## src/rtl/cpu8ie_pkg.sv

```systemverilog
// ----------------------------------------------------------------------------
// cpu8ie_pkg
// Opcodes, status codes and item layouts of the 8-bit instruction executor.
// ----------------------------------------------------------------------------
package cpu8ie_pkg;

  localparam int unsigned REG_NUM = 16;
  localparam int unsigned REG_AW  = 4;
  localparam int unsigned BYTE_W  = 8;
  localparam int unsigned PC_W    = 16;
  localparam int unsigned KIND_W  = 4;
  localparam int unsigned IN_W    = 24;
  localparam int unsigned OUT_W   = 40;

  typedef enum logic [KIND_W-1:0] {
    OP_ADDI    = 4'd0,
    OP_ADDC    = 4'd1,
    OP_SUB     = 4'd2,
    OP_AND     = 4'd3,
    OP_OR      = 4'd4,
    OP_XOR     = 4'd5,
    OP_ANDI    = 4'd6,
    OP_LOADI   = 4'd7,
    OP_XORI    = 4'd8,
    OP_RSHIFT  = 4'd9,
    OP_ROTATE  = 4'd10,
    OP_BRANCH  = 4'd11,
    OP_JUMPREG = 4'd12,
    OP_WRITE   = 4'd13,
    OP_READ    = 4'd14,
    OP_ADD     = 4'd15
  } opcode_e;

  localparam logic STATUS_OK    = 1'b0;
  localparam logic STATUS_RANGE = 1'b1;

  // Input item as {tdata, tuser}, lowest bits first: kind, dest_field, src_a,
  // src_b, imm_low, input_byte.
  typedef struct packed {
    logic [BYTE_W-1:0] input_byte;
    logic [3:0]        imm_low;
    logic [REG_AW-1:0] src_b;
    logic [REG_AW-1:0] src_a;
    logic [REG_AW-1:0] dest_field;
    opcode_e           kind;
  } in_item_t;

  // Result item, lowest bits first: status, next_pc, write_valid, write_first,
  // write_second.
  typedef struct packed {
    logic [5:0]        pad;
    logic [BYTE_W-1:0] write_second;
    logic [BYTE_W-1:0] write_first;
    logic              write_valid;
    logic [PC_W-1:0]   next_pc;
    logic              status;
  } out_item_t;

endpackage

```

## src/rtl/cpu8_instruction_execute.sv

```systemverilog
// ----------------------------------------------------------------------------
// cpu8_instruction_execute
// Executes one instruction of a small 8-bit CPU per item.
//
//   channel   direction   handshake                       payload
//   s_axis    in          s_axis_tvalid / s_axis_tready   instruction item, kind on tuser
//   m_axis    out         m_axis_tvalid / m_axis_tready   status, pc, byte pair
//   cfg       in          cfg_valid_i / cfg_ready_o       program_length
//
// One item per cycle while m_axis is not stalled; the item is registered in the
// execute stage, then its result in the output register that drives m_axis.
// Register file reads are registered from the synchronous memories; the execute
// stage forwards the write done at the edge where its reads were captured.
// Reset clears entry valid bits at once, so no clearing pass is needed.
// A stalled result holds a full execute stage and with it the input; every
// edge at which the result leaves frees one slot.
// ----------------------------------------------------------------------------
module cpu8_instruction_execute
  import cpu8ie_pkg::*;
(
  input  logic              clk_i,
  input  logic              rst_ni,
  input  logic              s_axis_tvalid,
  output logic              s_axis_tready,
  // kind[3:0]
  input  logic [KIND_W-1:0] s_axis_tuser,
  // dest_field[3:0], src_a[7:4], src_b[11:8], imm_low[15:12], input_byte[23:16]
  input  logic [IN_W-1:0]   s_axis_tdata,
  output logic              m_axis_tvalid,
  input  logic              m_axis_tready,
  // status[0], next_pc[16:1], write_valid[17], write_first[25:18],
  // write_second[33:26], zero[39:34]
  output logic [OUT_W-1:0]  m_axis_tdata,
  input  logic              cfg_valid_i,
  output logic              cfg_ready_o,
  input  logic [PC_W-1:0]   cfg_data_i
);

  in_item_t          in_item;
  in_item_t          ex_q;
  logic              ex_valid_q;
  logic              s_fire;
  logic              ex_fire;

  logic [BYTE_W-1:0] mem_ab [REG_NUM];
  logic [BYTE_W-1:0] mem_d  [REG_NUM];
  logic [REG_NUM-1:0] ent_vld_q;
  logic [BYTE_W-1:0] rd_a_q, rd_b_q, rd_d_q;
  logic              vl_a_q, vl_b_q, vl_d_q;

  logic              wr_en;
  logic [REG_AW-1:0] wr_addr;
  logic [BYTE_W-1:0] wr_data;
  logic              fwd_en_q;
  logic [REG_AW-1:0] fwd_addr_q;
  logic [BYTE_W-1:0] fwd_data_q;

  logic [PC_W-1:0]   prog_len_q;
  logic              carry_q, overflow_q;
  opcode_e           prev_op_q;
  logic [BYTE_W-1:0] prev_res_q;
  logic [PC_W-1:0]   pc_q;

  logic              out_valid_q;
  out_item_t         out_q;
  out_item_t         out_d;

  logic [BYTE_W-1:0] ra, rb, rd_old, res, imm;
  logic [BYTE_W-1:0] add_y;
  logic              add_cin;
  logic [BYTE_W:0]   sum9;
  logic [BYTE_W-1:0] low8;
  logic              carry_in, carry_new, overflow_new, writes_reg, keep_carry;
  logic              take, in_range;
  logic [PC_W-1:0]   npc;

  assign in_item       = in_item_t'({s_axis_tdata, s_axis_tuser});
  assign cfg_ready_o   = 1'b1;
  assign ex_fire       = ex_valid_q && (!out_valid_q || m_axis_tready);
  assign s_axis_tready = !ex_valid_q || ex_fire;
  assign s_fire        = s_axis_tvalid && s_axis_tready;
  assign m_axis_tvalid = out_valid_q;
  assign m_axis_tdata  = OUT_W'(out_q);

  always_ff @(posedge clk_i) begin
    if (wr_en) begin
      mem_ab[wr_addr] <= wr_data;
      mem_d[wr_addr]  <= wr_data;
    end
    if (s_fire) begin
      rd_a_q <= mem_ab[in_item.src_a];
      rd_b_q <= mem_ab[in_item.src_b];
      rd_d_q <= mem_d[in_item.dest_field];
    end
  end

  always_ff @(posedge clk_i or negedge rst_ni) begin
    if (!rst_ni) begin
      ent_vld_q  <= '0;
      vl_a_q     <= 1'b0;
      vl_b_q     <= 1'b0;
      vl_d_q     <= 1'b0;
      fwd_en_q   <= 1'b0;
      ex_valid_q <= 1'b0;
    end else begin
      if (wr_en) begin
        ent_vld_q[wr_addr] <= 1'b1;
      end
      if (s_fire) begin
        vl_a_q   <= ent_vld_q[in_item.src_a];
        vl_b_q   <= ent_vld_q[in_item.src_b];
        vl_d_q   <= ent_vld_q[in_item.dest_field];
        fwd_en_q <= wr_en;
      end
      if (s_fire) begin
        ex_valid_q <= 1'b1;
      end else if (ex_fire) begin
        ex_valid_q <= 1'b0;
      end
    end
  end

  always_ff @(posedge clk_i) begin
    if (s_fire) begin
      ex_q       <= in_item;
      fwd_addr_q <= wr_addr;
      fwd_data_q <= wr_data;
    end
  end

  always_comb begin
    ra     = vl_a_q ? rd_a_q : '0;
    rb     = vl_b_q ? rd_b_q : '0;
    rd_old = vl_d_q ? rd_d_q : '0;
    if (fwd_en_q && fwd_addr_q == ex_q.src_a)      ra     = fwd_data_q;
    if (fwd_en_q && fwd_addr_q == ex_q.src_b)      rb     = fwd_data_q;
    if (fwd_en_q && fwd_addr_q == ex_q.dest_field) rd_old = fwd_data_q;
  end

  always_comb begin
    imm      = {ex_q.src_b, ex_q.imm_low};
    carry_in = (prev_op_q == OP_SUB && ex_q.kind != OP_SUB) ? 1'b0 : carry_q;
    in_range = pc_q < prog_len_q;

    add_y   = rb;
    add_cin = 1'b0;
    case (ex_q.kind)
      OP_ADDI: add_y = imm;
      OP_ADDC: add_cin = carry_in;
      OP_SUB: begin
        add_y   = ~rb;
        add_cin = (prev_op_q == OP_SUB) ? carry_q : 1'b1;
      end
      default: add_y = rb;
    endcase
    sum9 = {1'b0, ra} + {1'b0, add_y} + {{BYTE_W{1'b0}}, add_cin};
    low8 = {1'b0, ra[BYTE_W-2:0]} + {1'b0, add_y[BYTE_W-2:0]}
         + {{(BYTE_W-1){1'b0}}, add_cin};

    res          = sum9[BYTE_W-1:0];
    carry_new    = sum9[BYTE_W];
    overflow_new = overflow_q;
    writes_reg   = 1'b1;
    take         = 1'b0;
    npc          = pc_q + PC_W'(1);

    unique case (ex_q.kind) inside
      OP_ADDI, OP_ADDC, OP_ADD: begin
        overflow_new = low8[BYTE_W-1] ^ sum9[BYTE_W];
      end
      OP_SUB: begin
        carry_new    = ~sum9[BYTE_W];
        overflow_new = low8[BYTE_W-1] ^ ~sum9[BYTE_W];
      end
      OP_AND:   res = ra & rb;
      OP_OR:    res = ra | rb;
      OP_XOR:   res = ra ^ rb;
      OP_ANDI:  res = ra & imm;
      OP_LOADI: res = imm;
      OP_XORI:  res = ra ^ imm;
      OP_RSHIFT: begin
        res       = {carry_in, ra[BYTE_W-1:1]};
        carry_new = ra[0];
      end
      OP_ROTATE: begin
        res       = {ra[0], ra[BYTE_W-1:1]};
        carry_new = ra[0];
      end
      OP_BRANCH: begin
        writes_reg = 1'b0;
        take = (ex_q.dest_field == '0)
            || (ex_q.dest_field[3] && prev_res_q == '0)
            || (ex_q.dest_field[2] && prev_res_q[BYTE_W-1])
            || (ex_q.dest_field[1] && carry_in)
            || (ex_q.dest_field[0] && overflow_q);
        if (take) npc = PC_W'({ex_q.src_a, imm});
      end
      OP_JUMPREG: begin
        writes_reg = 1'b0;
        npc        = {ra, rb};
      end
      OP_WRITE: writes_reg = 1'b0;
      OP_READ:  res = ex_q.input_byte;
      default:  res = sum9[BYTE_W-1:0];
    endcase

    case (ex_q.kind) inside
      OP_ADDI, OP_ADDC, OP_SUB, OP_RSHIFT, OP_ROTATE, OP_ADD: keep_carry = 1'b1;
      default: keep_carry = 1'b0;
    endcase

    wr_en   = ex_fire && in_range && writes_reg;
    wr_addr = ex_q.dest_field;
    wr_data = res;

    out_d              = '0;
    out_d.status       = in_range ? STATUS_OK : STATUS_RANGE;
    out_d.next_pc      = in_range ? npc : pc_q;
    out_d.write_valid  = in_range && ex_q.kind == OP_WRITE;
    out_d.write_first  = out_d.write_valid ? ra : '0;
    out_d.write_second = out_d.write_valid ? rb : '0;
  end

  always_ff @(posedge clk_i or negedge rst_ni) begin
    if (!rst_ni) begin
      prog_len_q  <= '1;
      carry_q     <= 1'b0;
      overflow_q  <= 1'b0;
      prev_op_q   <= OP_ADDI;
      prev_res_q  <= '0;
      pc_q        <= '0;
      out_valid_q <= 1'b0;
    end else begin
      if (cfg_valid_i && cfg_ready_o) begin
        prog_len_q <= cfg_data_i;
      end
      if (ex_fire && in_range) begin
        carry_q    <= keep_carry ? carry_new : 1'b0;
        overflow_q <= overflow_new;
        prev_op_q  <= ex_q.kind;
        prev_res_q <= writes_reg ? res : rd_old;
        pc_q       <= npc;
      end
      if (ex_fire) begin
        out_valid_q <= 1'b1;
      end else if (m_axis_tready) begin
        out_valid_q <= 1'b0;
      end
    end
  end

  always_ff @(posedge clk_i) begin
    if (ex_fire) begin
      out_q <= out_d;
    end
  end

endmodule

```

## config.mk

```make
export PLATFORM = sky130hd
export DESIGN_NAME = cpu8_instruction_execute
export DESIGN_NICKNAME = d
export VERILOG_FILES = /design/src/rtl/cpu8ie_pkg.sv /design/src/rtl/cpu8_instruction_execute.sv
export SDC_FILE = /design/constraint.sdc
export NUM_CORES = 1
export LEC_CHECK = 0
export BUFFER_PORTS_ARGS = -buffer_cell sky130_fd_sc_hd__buf_2
export CAP_MARGIN = 20
export CELL_PAD_IN_SITES_DETAIL_PLACEMENT = 0
export CELL_PAD_IN_SITES_GLOBAL_PLACEMENT = 2
export CORE_ASPECT_RATIO = 1.25
export CORE_MARGIN = 2
export CORE_UTILIZATION = 47
export DETAILED_ROUTE_END_ITERATION = 6
export GPL_TIMING_DRIVEN = 1
export HOLD_SLACK_MARGIN = 0.05
export PLACE_DENSITY_LB_ADDON = 0.15
export REMOVE_ABC_BUFFERS = 1
export SYNTH_ARGS = -nofsm -noshare
export SYNTH_HDL_FRONTEND = slang
export SYNTH_SLANG_ARGS = --single-unit
```

## constraint.sdc

```tcl
create_clock -name clk_i -period 12.36 [get_ports clk_i]
set_input_delay 0.618 -clock clk_i [delete_from_list [all_inputs] [get_ports clk_i]]
set_output_delay 0.618 -clock clk_i [all_outputs]
set_load 0.01 [all_outputs]
```

After elaboration in Yosys (flattened, before gate mapping)

Memory sizes are Yosys's and may differ from the RTL's. A register that Yosys moved wholly into a read port is not among the register bits.
Index checks and enable logic that the tools add are counted.

Bitwise gates (word level): 10
$lt $le $gt $ge: 6
Multiplexer cells: 35
Add/subtract/negate cells: 5
Reductions and logical operators: 33
Equal/unequal tests: 20

Operators by type and width:

| kind                                                | number |
|---|---|
| one-hot mux 8 bit (9 select lines)                  | 1 |
| 2-to-1 mux 8 bit                                    | 7 |
| equality test 4 bit, second input constant          | 8 |
| 2-to-1 mux 16 bit                                   | 2 |
| one-hot mux 16 bit (2 select lines)                 | 1 |
| < comparator 4 x 5 -> 1 bit, second input constant  | 4 |
| adder 16 x 1 -> 16 bit, second input constant       | 1 |
| AND 8 bit                                           | 2 |
| equality test 4 x 3 -> 1 bit, second input constant | 4 |
| < comparator 16 bit                                 | 1 |
| 2-to-1 mux 1 bit                                    | 16 |
| OR 16 bit                                           | 1 |
| one-hot mux 8 bit (2 select lines)                  | 1 |
| XOR 8 bit                                           | 2 |
| logical AND 1 bit                                   | 14 |
| binary-select mux 1 bit (select 4 bit)              | 3 |
| equality test 4 x 2 -> 1 bit, second input constant | 3 |
| equality test 4 bit                                 | 3 |
| adder 8 x 8 -> 9 bit                                | 1 |
| adder 9 x 1 -> 9 bit                                | 1 |
| adder 7 x 7 -> 8 bit                                | 1 |
| adder 8 x 1 -> 8 bit                                | 1 |
| logical NOT 4 bit                                   | 2 |
| logical NOT 8 bit                                   | 1 |
| 16 further kinds                                    | 28 |

Word-level logic and storage cells: 137
Register bits: 142
Memories: 2
Memory bits (writable): 256
Output and inout bits: 43

Memory list:

| memory | words | bits a word | rd ports | clocked after memory_dff | wr ports | line                           | text |
|---|---|---|---|---|---|---|---|
| mem_ab | 16    | 8           | 2        | 2                        | 1        | cpu8_instruction_execute.sv:45 | `logic [BYTE_W-1:0] mem_ab [REG_NUM];` |
| mem_d  | 16    | 8           | 1        | 1                        | 1        | cpu8_instruction_execute.sv:46 | `logic [BYTE_W-1:0] mem_d [REG_NUM];` |

Depth between registers and ports, before layout

Gate-level depths: netlist (run 1).

Depth in word-level cells: 10
Depth in mapped cells: 23
Mapped depth without buffers: 21

Least setup slack after synthesis (run 1)

Ideal clock, no wire load.

Path kind: reg-to-reg
Start: reg ex_q[1] in the netlist's numbering
End: reg fwd_data_q[6] (data pin)
Data arrival time: 3849 ps
Setup slack: 8199 ps
Period minus slack after synthesis: 4161 ps
Cell stages (with the launch flop): 16
Buffers on the path: 4
Cells stage by stage: edfxtp_1 buf_2 clkbuf_1 clkbuf_1 clkbuf_1 mux2_2 o21ai_0 fa_1 inv_1 fa_1 a21o_1 a21oi_1 o21bai_1 a21oi_1 xnor2_1 a22oi_1

Word-level cells in the longest chain between the ends: 6
Elaborated cells on any way between the ends: 20
Classes of those cells: 2 x add/sub; 12 x eq/ne; 4 x mux; 2 x reduce/logical

Ends and longest elaborated chain:

| what                                                                         | line                            | text |
|---|---|---|
| start, declared                                                              | cpu8_instruction_execute.sv:40  | `in_item_t ex_q;` |
| start signal, assigned                                                       | cpu8_instruction_execute.sv:125 | `ex_q <= in_item;` |
| parallel branches: the longest is 5 deep, another holds adder 8 x 8 -> 9 bit | --                              |  |
| one-hot mux 8 bit (9 select lines) *                                         | cpu8_instruction_execute.sv:167 | `unique case (ex_q.kind) inside` |
| named net res[6]                                                             | cpu8_instruction_execute.sv:68  | `logic [BYTE_W-1:0] ra, rb, rd_old, res, imm;` |
| end signal, assigned                                                         | cpu8_instruction_execute.sv:127 | `fwd_data_q <= wr_data;` |
| end, declared                                                                | cpu8_instruction_execute.sv:56  | `logic [BYTE_W-1:0] fwd_data_q;` |

Mark *: on every way through the listed nets, which the timed path passes.
A chain may end at the register's enable or synchronous reset.

Final worst setup path (run 1)

Start: reg ex_q[15] in the netlist's numbering
End: reg overflow_q

Word-level cells in the longest chain between the ends: 10
Elaborated cells on any way between the ends: 13
Classes of those cells: 4 x add/sub; 1 x eq/ne; 3 x mux; 4 x bitwise; 1 x reduce/logical

Ends and longest elaborated chain:

| what                                 | line                            | text |
|---|---|---|
| equality test 4 bit                  | cpu8_instruction_execute.sv:136 | `if (fwd_en_q && fwd_addr_q == ex_q.src_b) rb = fwd_data_q;` |
| logical AND 1 bit                    | cpu8_instruction_execute.sv:136 |  |
| 2-to-1 mux 8 bit                     | cpu8_instruction_execute.sv:136 |  |
| inverter 8 bit                       | cpu8_instruction_execute.sv:151 | `add_y = ~rb;` |
| one-hot mux 8 bit (2 select lines) * | cpu8_instruction_execute.sv:147 | `case (ex_q.kind)` |
| adder 8 x 8 -> 9 bit                 | cpu8_instruction_execute.sv:156 | `sum9 = {1'b0, ra} + {1'b0, add_y} + {{BYTE_W{1'b0}}, add_cin};` |
| adder 9 x 1 -> 9 bit                 | cpu8_instruction_execute.sv:156 |  |
| inverter 1 bit                       | cpu8_instruction_execute.sv:173 | `overflow_new = low8[BYTE_W-1] ^ ~sum9[BYTE_W];` |
| XOR 1 bit                            | cpu8_instruction_execute.sv:173 |  |
| one-hot mux 1 bit (2 select lines) * | cpu8_instruction_execute.sv:167 |  |
| end signal, assigned                 | cpu8_instruction_execute.sv:239 | `overflow_q <= overflow_new;` |
| end, declared                        | cpu8_instruction_execute.sv:59  | `logic carry_q, overflow_q;` |

Mark *: on every way between the ends. The rest lies on a longest branch, timed or not.

==> results of run 1 <==
==> stage by stage <==
stage | util, % | instance area (µm²) | std cells | setup slack, ns
2_1_floorplan | - | 15660 | 1115 | 7.948
3_3_place_gp | 50.37 | 16920 | 1658 | 7.506
3_5_place_dp | 50.39 | 16930 | 1659 | 7.686
4_1_cts | 53.85 | 18090 | 1720 | 7.699
5_1_grt | 53.88 | 18100 | 1721 | 7.294
6_report | 53.88 | 18100 | 1721 | 7.643
==> flip-flops by register name, indices dropped and copies added, names as in the netlist, 16 cells and up <==
signal and flops:
pc_q 16, prog_len_q 16, ex_q 24, m_axis_tdata 34, ent_vld_q 16, mem_d 120
==> power breakdown <==
| part | internal (W) | switching [W] | total (W) | leakage, nW |
|---|---|---|---|---|
| combinational | 0.000319 | 0.000468 | 0.000787 | 2.99 |
| clock | 0.000649 | 0.000397 | 0.00105 | 0.558 |
| sequential | 0.00127 | 0.000123 | 0.00139 | 2.91 |
| total | 0.00223 | 0.000987 | 0.00322 | 6.47 |
==> synth_stat cells (20+ instances only) <==
cell	number	area [µm²]
nand2_1	113	424.2
inv_1	28	105.1
edfxtp_1	226	6787
mux4_2	135	3040
o21ai_0	78	390.4
nor2_1	84	315.3
clkbuf_1	49	183.9
ha_1	24	300.3
buf_2	20	100.1
xnor2_1	23	201.4
nand3_1	21	105.1
dfrtp_1	52	1301
a21oi_1	63	315.3
==> routing by layer <==
metal  part of all wire [%]  routed length [µm]  vias up  track usage [%]
met5                      0                   0        -                0
li1                       -                   -     4812                -
met2                     52               23210      370            45.49
met4                    4.9                2211        0            12.50
met1                     38               16990     5319            31.53
met3                    5.5                2469      112            3.972
==> worst max-delay path, stage by stage (launching register included) <==
cell	delay, ns
edfxtp_1	0.51
xor2_1	0.21
nor3_4	0.61
and2_4	0.36
a21oi_4	0.12
mux2_2	0.27
o21ai_0	0.22
fa_1	0.24
inv_1	0.05
fa_1	0.39
a21o_1	0.19
a21oi_1	0.23
o21bai_1	0.12
a21oi_1	0.24
o21bai_1	0.10
a21o_1	0.20
inv_1	0.05
ha_1	0.22
xor2_1	0.17
a21oi_1	0.15
==> how the worst max path moves through the flow <==
stage                          to  depth (start not counted)           from
global route           overflow_q                         19       ex_q[15]
floorplan             mem_d[6][0]                         10  prog_len_q[9]
global placement    prev_res_q[4]                         16       ex_q[15]
CTS                    overflow_q                         19       ex_q[15]
detailed placement     overflow_q                         19       ex_q[15]
finish                 overflow_q                         19       ex_q[15]
==> area by class of cell <==
class / count / area, µm²
Clock inverter: 14 / 202.7
Timing Repair Buffer: 122 / 705.7
Fill cell: 2831 / 15490
Clock buffer: 47 / 960.9
Tap cell: 423 / 529.3
Sequential cell: 294 / 8508
Multi-Input combinational cell: 792 / 7084
Inverter: 29 / 108.9
==> cell families (layout without fill, tap and decap cells) <==
family / Yosys count / count (layout) / share of synthesized area (%)
flip-flops: 294 / 294 / 52.99
other: 2 / 7 / 0.04677
AO/OA/AOI/OAI: 266 / 266 / 10.85
AND/OR/NAND/NOR: 308 / 308 / 8.930
multiplexers: 146 / 146 / 19.69
adder cells (fa/ha/maj): 26 / 26 / 2.120
XOR/XNOR: 39 / 39 / 2.127
buffers and inverters: 121 / 212 / 3.242
==> layout by cell type (no fill, tap or decap), drive strengths merged, types with 29 or more instances in the layout <==
master  instances
a21oi          67
nand2         113
o21ai          83
edfxtp        226
nor2           84
buf           122
clkbuf         47
inv            29
dfrtp          52
mux4          135
==> results.sh, run 1 <==
export IMPL_min_delay_worst_endpoint="ex_q[0]"
export IMPL_clock_latency_ns=0.52
export IMPL_seq_area_frac_synth_pct=52.99
export IMPL_synthCells=1202
export IMPL_grt_overflow_total=0
export IMPL_status="completed"
export IMPL_r2r_slack_ns=7.64
export IMPL_drtAntennaViolNets=0
export IMPL_gp_congestion=0.9027
export IMPL_drv_slew=0
export IMPL_track_usage_pct=25.98
export IMPL_viasPerCell=6.167
export IMPL_die_area_um2=35670
export IMPL_grt_pass1_wl_mm=68.11
export IMPL_p_leak_nw=6.466
export IMPL_cts_buffers=34
export IMPL_synth_cell_type_count=78
export IMPL_cts_max_path_buffers=3
export IMPL_grt_setup_unrepaired="false"
export IMPL_yosys_warnings=0
export IMPL_place_hpwl_mm=30.28
export IMPL_grt_pass1_vias=10860
export IMPL_ctsHtreeMaxLevel=2
export IMPL_required_ns=12.81
export IMPL_routed_wl_mm=44.88
export IMPL_finalSetupViolCount=0
export IMPL_start_util_pct=47.80
export IMPL_max_slew_margin_pct=25.56
export IMPL_ys_flop_type="edfxtp_1"
export IMPL_grt_max_degree=69
export IMPL_area_delta_synth_final_pct=12.73
export IMPL_drt_initial_drc_count=1056
export IMPL_holdPathStages=1
export IMPL_numClockSinks=294
export IMPL_nets=1348
export IMPL_core_um2=33590
export IMPL_die_h_um=210.7
export IMPL_rr_worst_depth=19
export IMPL_drive_above_1_share_pct=27.43
export IMPL_clock_skew_ns=0.01383
export IMPL_syn_avg_cell_area_um2=13.36
export IMPL_start_kind="flop"
export IMPL_finalCritPeriodShare_pct=38.16
export IMPL_row_count=75
export IMPL_whs_ns=0.2695
export IMPL_dr_pass1_iters=7
export IMPL_vias=10610
export IMPL_setup_tns_ns=0
export IMPL_cp_max_fo=18
export IMPL_cts_hold_buf=0
export IMPL_path_class="flop to flop"
export IMPL_cts_tree="yes"
export IMPL_synth_seq_cells=294
export IMPL_maxCapViolCount=0
export IMPL_dieWidth_um=169.3
export IMPL_fmax_mhz=212.0
export IMPL_p_per_area_nw_per_um2=178.0
export IMPL_avgRoutedWirePerCell_um=26.08
export IMPL_hold_path_class="input port to flop"
export IMPL_drc_errors=0
export IMPL_cp_data_arrival_time_ns=5.17
export IMPL_n_antenna_cell=0
export IMPL_vdd_ir_drop_max_uv=131.1
export IMPL_root_buffer="clkbuf_16"
export IMPL_crit_path_end_kind="flop"
export IMPL_worst_slew_pin_slew_ns=1.117
export IMPL_io_pins=92
export IMPL_r2r_start="ex_q[15]"
export IMPL_hold_viol_final=0
export IMPL_ys_async_sr_fraction_pct=23.13
export IMPL_syn_cell_area_um2=16060
export IMPL_clkTransAtPathRegs_ns=0.06
export IMPL_period_minus_slack_ns=4.717
export IMPL_total_power_w=0.003221
export IMPL_rr_endpoint="overflow_q"
export IMPL_synth_edf_count=226
export IMPL_min_from="s_axis_tuser[0]"
export IMPL_portBuffers=84
export IMPL_post_cts_buffers=0
export IMPL_cts_resized=0
export IMPL_grt_antenna_before_repair=0
(Power assumes the default switching activity.)
==> run 2, diff against run 1 <==
Settings changed: CORE_UTILIZATION 47 to 44.
Clock period 12.36 ns to 4.5 ns, I/O delays scaled along.
==> results.sh, run 2 (synthesis results as in run 1) <==
export IMPL_grt_antenna_before_repair=0
export IMPL_hold_viol_final=0
export IMPL_finalInstanceArea_um2=18610
export IMPL_avgRoutedWirePerCell_um=25.20
export IMPL_r2r_slack_ns=0.40
export IMPL_routed_wl_mm=46.38
export IMPL_finalCritPeriodShare_pct=91.11
export IMPL_multi_input_comb_area_um2=7084
export IMPL_vdd_ir_drop_max_uv=310.4
export IMPL_nets=1411
export IMPL_numClockSinks=294
export IMPL_fillers=3150
export IMPL_wl_met3_mm=2.261
export IMPL_cts_buffers=31
export IMPL_post_cts_buffers=0
export IMPL_viasPerCell=5.903
export IMPL_holdPathStages=3
export IMPL_dr_max_layer_used="met4"
export IMPL_min_delay_worst_endpoint="prog_len_q[11]"
export IMPL_fmax_mhz=243.9
export IMPL_rr_worst_depth=19
export IMPL_clock_skew_ns=0.01149
export IMPL_gp_congestion=0.8706
export IMPL_drtAntennaViolNets=0
export IMPL_placed_area_um2=17230
export IMPL_rr_endpoint="overflow_q"
export IMPL_die_area_um2=38050
export IMPL_clock_latency_ns=0.57
export IMPL_row_count=78
export IMPL_top_register="mem_d"
export IMPL_status="completed"
export IMPL_track_usage_pct=24.59
export IMPL_area_delta_synth_final_pct=15.91
export IMPL_cp_data_arrival_time_ns=4.60
export IMPL_largest_reg_flops=120
export IMPL_drv_slew=0
export IMPL_drive_above_1_share_pct=28.09
export IMPL_vias=10860
export IMPL_grt_max_degree=58
export IMPL_mostFrequentLayoutCells="226 x edfxtp_1, 135 x mux4_2, 113 x nand2_1"
export IMPL_place_hpwl_mm=32.18
export IMPL_drt_initial_drc_count=942
export IMPL_required_ns=5.00
export IMPL_grt_setup_unrepaired="false"
export IMPL_cp_max_fo=6
export IMPL_area_sequential_um2=8508
export IMPL_dp_slack_ns=0.4254
export IMPL_p_per_area_nw_per_um2=462.8
export IMPL_max_slew_margin_pct=25.31
export IMPL_cts_tree="yes"
export IMPL_period_minus_slack_ns=4.100
export IMPL_cts_max_path_buffers=3
export IMPL_start_util_pct=44.47
export IMPL_maxCapViolCount=0
export IMPL_final_common_cell="edfxtp_1"
export IMPL_grt_pass1_vias=11000
export IMPL_path_class="flop to flop"
export IMPL_hold_path_class="input port to flop"
export IMPL_drc_errors=0
export IMPL_root_buffer="clkbuf_16"
export IMPL_r2r_start="ex_q[15]"
export IMPL_wl_met1_mm=18.12
export IMPL_dr_pass1_iters=6
export IMPL_clkTransAtPathRegs_ns=0.06
export IMPL_cts_hold_buf=36
export IMPL_die_h_um=217.6
export IMPL_ctsHtreeMaxLevel=1
export IMPL_grt_overflow_total=0
export IMPL_n_antenna_cell=0
export IMPL_portBuffers=84
export IMPL_crit_path_end_kind="flop"
export IMPL_core_um2=36110
export IMPL_io_pins=92
export IMPL_cts_resized=0
export IMPL_finalSetupViolCount=0
export IMPL_min_from="cfg_valid_i"
export IMPL_routed_wl_met2_mm=24.48
export IMPL_setup_tns_ns=0
export IMPL_setup_ws_ns=0.4000
export IMPL_worst_slew_pin_slew_ns=1.120
export IMPL_start_kind="flop"
export IMPL_dieWidth_um=174.9
export IMPL_p_leak_nw=6.704
export IMPL_grt_pass1_wl_mm=69.28
run 2: changes by cell type in the layout (fill, tap and decap cells not counted), moves of 3 or more:
cell and change:
clkinv_2 +3, buf_4 +29, clkbuf_16 -4, dlygate4sd3_1 +36, clkbuf_8 +3, bufinv_16 -3
run 2: layout make-up:
class / count / area share [%]
tap: 480 / 3.227
clock inverter: 11 / 0.5580
clock buffer: 46 / 4.847
timing repair buffer: 188 / 7.005
inverter: 29 / 0.5849
sequential: 294 / 45.71
multi-input combinational: 792 / 38.06
run 2: power breakdown:
part / leakage, nW / total [W] / internal, W / switching, W
combinational: 3.29 / 0.00229 / 0.000959 / 0.00133
sequential: 2.91 / 0.00380 / 0.00348 / 0.000327
clock: 0.494 / 0.00252 / 0.00149 / 0.00104
run 2: per-stage QoR:
stage	std cells	hold WS [ns]	total power, W	utilization, %
4_1_cts	1839	0.07270	0.008674	51.49
3_3_place_gp	1745	0.4025	0.006092	47.68
2_1_floorplan	1115	-0.07059	0.005159	-
6_report	1840	0.08212	0.008614	51.54
3_5_place_dp	1746	0.4031	0.006118	47.70
5_1_grt	1840	0.1084	0.009050	51.54
run 2: worst max-delay path: stages, from the launching register on:
cell	delay [ns]
edfxtp_1	0.50
xor2_1	0.21
nor3_4	0.24
and2_4	0.19
a21oi_4	0.07
mux2_2	0.27
o21ai_0	0.22
fa_1	0.24
inv_1	0.06
fa_1	0.39
a21o_1	0.19
a21oi_1	0.22
o21bai_1	0.10
a21oi_1	0.25
o21bai_1	0.09
a21o_1	0.19
inv_1	0.05
ha_1	0.22
xor2_1	0.16
a21oi_1	0.16
run 2: metal layers:
| metal | global-route usage [%] | vias up |
|---|---|---|
| li1 | - | 4945 |
| met1 | 30.67 | 5496 |
| met2 | 44.51 | 342 |
| met3 | 2.894 | 78 |
| met4 | 8.083 | 0 |
| met5 | 0 | - |
run 2: how the worst max path moves through the flow:
| stage | depth (start not counted) | to | from |
|---|---|---|---|
| 2_1_floorplan | 10 | mem_d[6][0] | prog_len_q[9] |
| 3_3_place_gp | 19 | overflow_q | ex_q[15] |
| 3_5_place_dp | 19 | overflow_q | ex_q[15] |
| 4_1_cts | 19 | overflow_q | ex_q[15] |
| 5_1_grt | 19 | overflow_q | ex_q[15] |
| 6_report | 19 | overflow_q | ex_q[15] |
==> run 3, diff against run 2 <==
Settings changed: CORE_UTILIZATION 44 to 47.
Clock period 4.5 ns to 5.16 ns, I/O delays scaled along.
==> results.sh, run 3 (synthesis results as in run 1) <==
export IMPL_row_count=75
export IMPL_grt_max_degree=58
export IMPL_numClockSinks=294
export IMPL_viasPerCell=6.178
export IMPL_switching_share_pct=31.10
export IMPL_cp_max_fo=17
export IMPL_drv_slew=0
export IMPL_rr_endpoint="overflow_q"
export IMPL_period_minus_slack_ns=4.344
export IMPL_area_delta_synth_final_pct=14.98
export IMPL_grt_pass1_wl_mm=68.22
export IMPL_p_comb_share_pct=25.0
export IMPL_io_pins=92
export IMPL_p_per_area_nw_per_um2=414.8
export IMPL_final_common_cell="edfxtp_1"
export IMPL_gp_congestion=0.9066
export IMPL_portBuffers=84
export IMPL_vias=10860
export IMPL_avgRoutedWirePerCell_um=25.86
export IMPL_finalSetupViolCount=0
export IMPL_dieWidth_um=169.3
export IMPL_area_sequential_um2=8508
export IMPL_path_class="flop to flop"
export IMPL_grt_setup_unrepaired="false"
export IMPL_dr_pass1_iters=7
export IMPL_p_int_w=0.005276
export IMPL_drive_above_1_share_pct=27.42
export IMPL_mostFrequentLayoutCells="226 x edfxtp_1, 135 x mux4_2, 113 x nand2_1"
export IMPL_r2r_start="ex_q[15]"
export IMPL_power_switching_w=0.002382
export IMPL_required_ns=5.67
export IMPL_core_um2=33590
export IMPL_placed_area_um2=16980
export IMPL_track_usage_pct=26.00
export IMPL_crit_path_end_kind="flop"
export IMPL_grt_antenna_before_repair=0
export IMPL_drtAntennaViolNets=0
export IMPL_die_h_um=210.7
export IMPL_multi_input_comb_area_um2=7087
export IMPL_largest_reg_flops=120
export IMPL_slowest_delay_ns=0.53
export IMPL_fmax_mhz=230.2
export IMPL_ctsHtreeMaxLevel=1
export IMPL_drc_errors=0
export IMPL_top_register="mem_d"
export IMPL_cp_startpoint="ex_q[15]"
export IMPL_nets=1386
export IMPL_hold_path_class="input port to flop"
export IMPL_clkTransAtPathRegs_ns=0.07
export IMPL_start_util_pct=47.80
export IMPL_start_kind="flop"
export IMPL_max_slew_margin_pct=28.79
export IMPL_rr_worst_depth=20
export IMPL_clkPwrFrac_pct=31.5
export IMPL_p_leak_nw=6.610
export IMPL_crit_slowest_cell="edfxtp_1"
export IMPL_grt_pass1_vias=10970
export IMPL_layout_cells_non_filler=1758
export IMPL_clock_latency_ns=0.58
export IMPL_finalCritPeriodShare_pct=84.18
export IMPL_grt_overflow_total=0
export IMPL_crit_chain="xor2_1, nor3_4, buf_4, a21oi_1, a21oi_4, mux2_2, o21ai_0, fa_1, inv_1, fa_1, a21o_1, a21oi_1, o21bai_1, a21oi_1, o21bai_1, a21o_1, inv_1, ha_1, xor2_1, a21oi_1"
export IMPL_dp_cells=1665
export IMPL_n_antenna_cell=0
export IMPL_finalInstanceArea_um2=18460
export IMPL_seqPwrFrac_pct=43.5
export IMPL_root_buffer="clkbuf_16"
export IMPL_cts_buffers=30
export IMPL_r2r_slack_ns=0.82
export IMPL_status="completed"
export IMPL_clock_skew_ns=0.01798
export IMPL_cts_max_path_buffers=3
export IMPL_worstSetupEndpoint="overflow_q"
export IMPL_place_hpwl_mm=31.54
export IMPL_routed_wl_mm=45.46
export IMPL_hold_viol_final=0
export IMPL_maxCapViolCount=0
export IMPL_path_common_cell="a21oi_1"
export IMPL_drt_initial_drc_count=976
export IMPL_cp_data_arrival_time_ns=4.85
export IMPL_worst_slew_pin_slew_ns=1.068
export IMPL_cts_tree="yes"
export IMPL_vdd_ir_drop_max_uv=292.7
export IMPL_fillers=2804
export IMPL_setup_tns_ns=0
export IMPL_die_area_um2=35670
[run 3: cell count changes in the layout (fill, tap and decap cells not counted), sizes merged]
cell / before / now
bufinv: 2 / 7
buf: 152 / 127
clkbuf: 46 / 33
clkinvlp: 1 / 7
clkinv: 9 / 10
inv: 28 / 29
[run 3: final cells by class]
| class | instances | share of cell area, % |
|---|---|---|
| Clock inverter | 24 | 1.803 |
| Tap cell | 423 | 2.867 |
| Clock buffer | 32 | 4.222 |
| Inverter | 29 | 0.5896 |
| Sequential cell | 294 | 46.08 |
| Multi-Input combinational cell | 792 | 38.38 |
| Timing Repair Buffer | 164 | 6.052 |
[run 3: worst min-delay path by stage]
stage	start	end	slack (ns)	cells after the start
after floorplan	rst_ni	carry_q	-0.04	0
after global placement	rst_ni	m_axis_tvalid	0.34	1
after detailed placement	rst_ni	ent_vld_q[0]	0.34	1
after CTS	cfg_valid_i	prog_len_q[13]	0.1	3
after global routing	s_axis_tdata[3]	wr_addr[3]	0.14	1
final	cfg_valid_i	prog_len_q[13]	0.11	3
[run 3: timing repair]
action / 4_1_cts / 5_1_grt
endpoints found under the hold margin: 52 / 0
resized for setup: 0 / 0
setup buffers: 0 / 0
hold buffers: 36 / 0
[run 3: worst max-delay path: cells and delay by family (launching register included)]
kind,cells,cell delay [ns]
mux,1,0.28
fa+ha+maj,3,0.86
buf+inv,3,0.31
simple gates,1,0.07
xor+xnor,2,0.45
flops,1,0.53
compound gates,10,1.79
[run 3: power by group through the flow]
stage | combinational [W] | sequential, W | clock [W]
2_1_floorplan | 0.00121 | 0.00329 | 0
3_3_place_gp | 0.00187 | 0.00337 | 0
3_5_place_dp | 0.00188 | 0.00338 | 0
4_1_cts | 0.00191 | 0.00333 | 0.00246
5_1_grt | 0.00211 | 0.00337 | 0.00254
6_report | 0.00192 | 0.00333 | 0.00241
[run 3: routing by layer]
layer  vias up  track usage (%)  part of all wire (%)
li1       4902                -                     -
met4         0            9.402                   3.6
met3        95            3.110                   5.8
met5         -                0                     0
met2       380            48.32                    54
met1      5484            30.95                    37
[run 3: stage by stage]
| step | power, W | hold slack (ns) | setup slack [ns] | utilization (%) |
|---|---|---|---|---|
| finish | 0.007658 | 0.1127 | 0.8161 | 54.96 |
| global route | 0.008024 | 0.1384 | 0.5578 | 54.96 |
| CTS | 0.007704 | 0.09854 | 0.8241 | 54.92 |
| detailed placement | 0.005258 | 0.3434 | 0.8184 | 50.53 |
| global placement | 0.005237 | 0.3425 | 0.9292 | 50.53 |
| floorplan | 0.004499 | -0.03759 | 0.7480 | - |
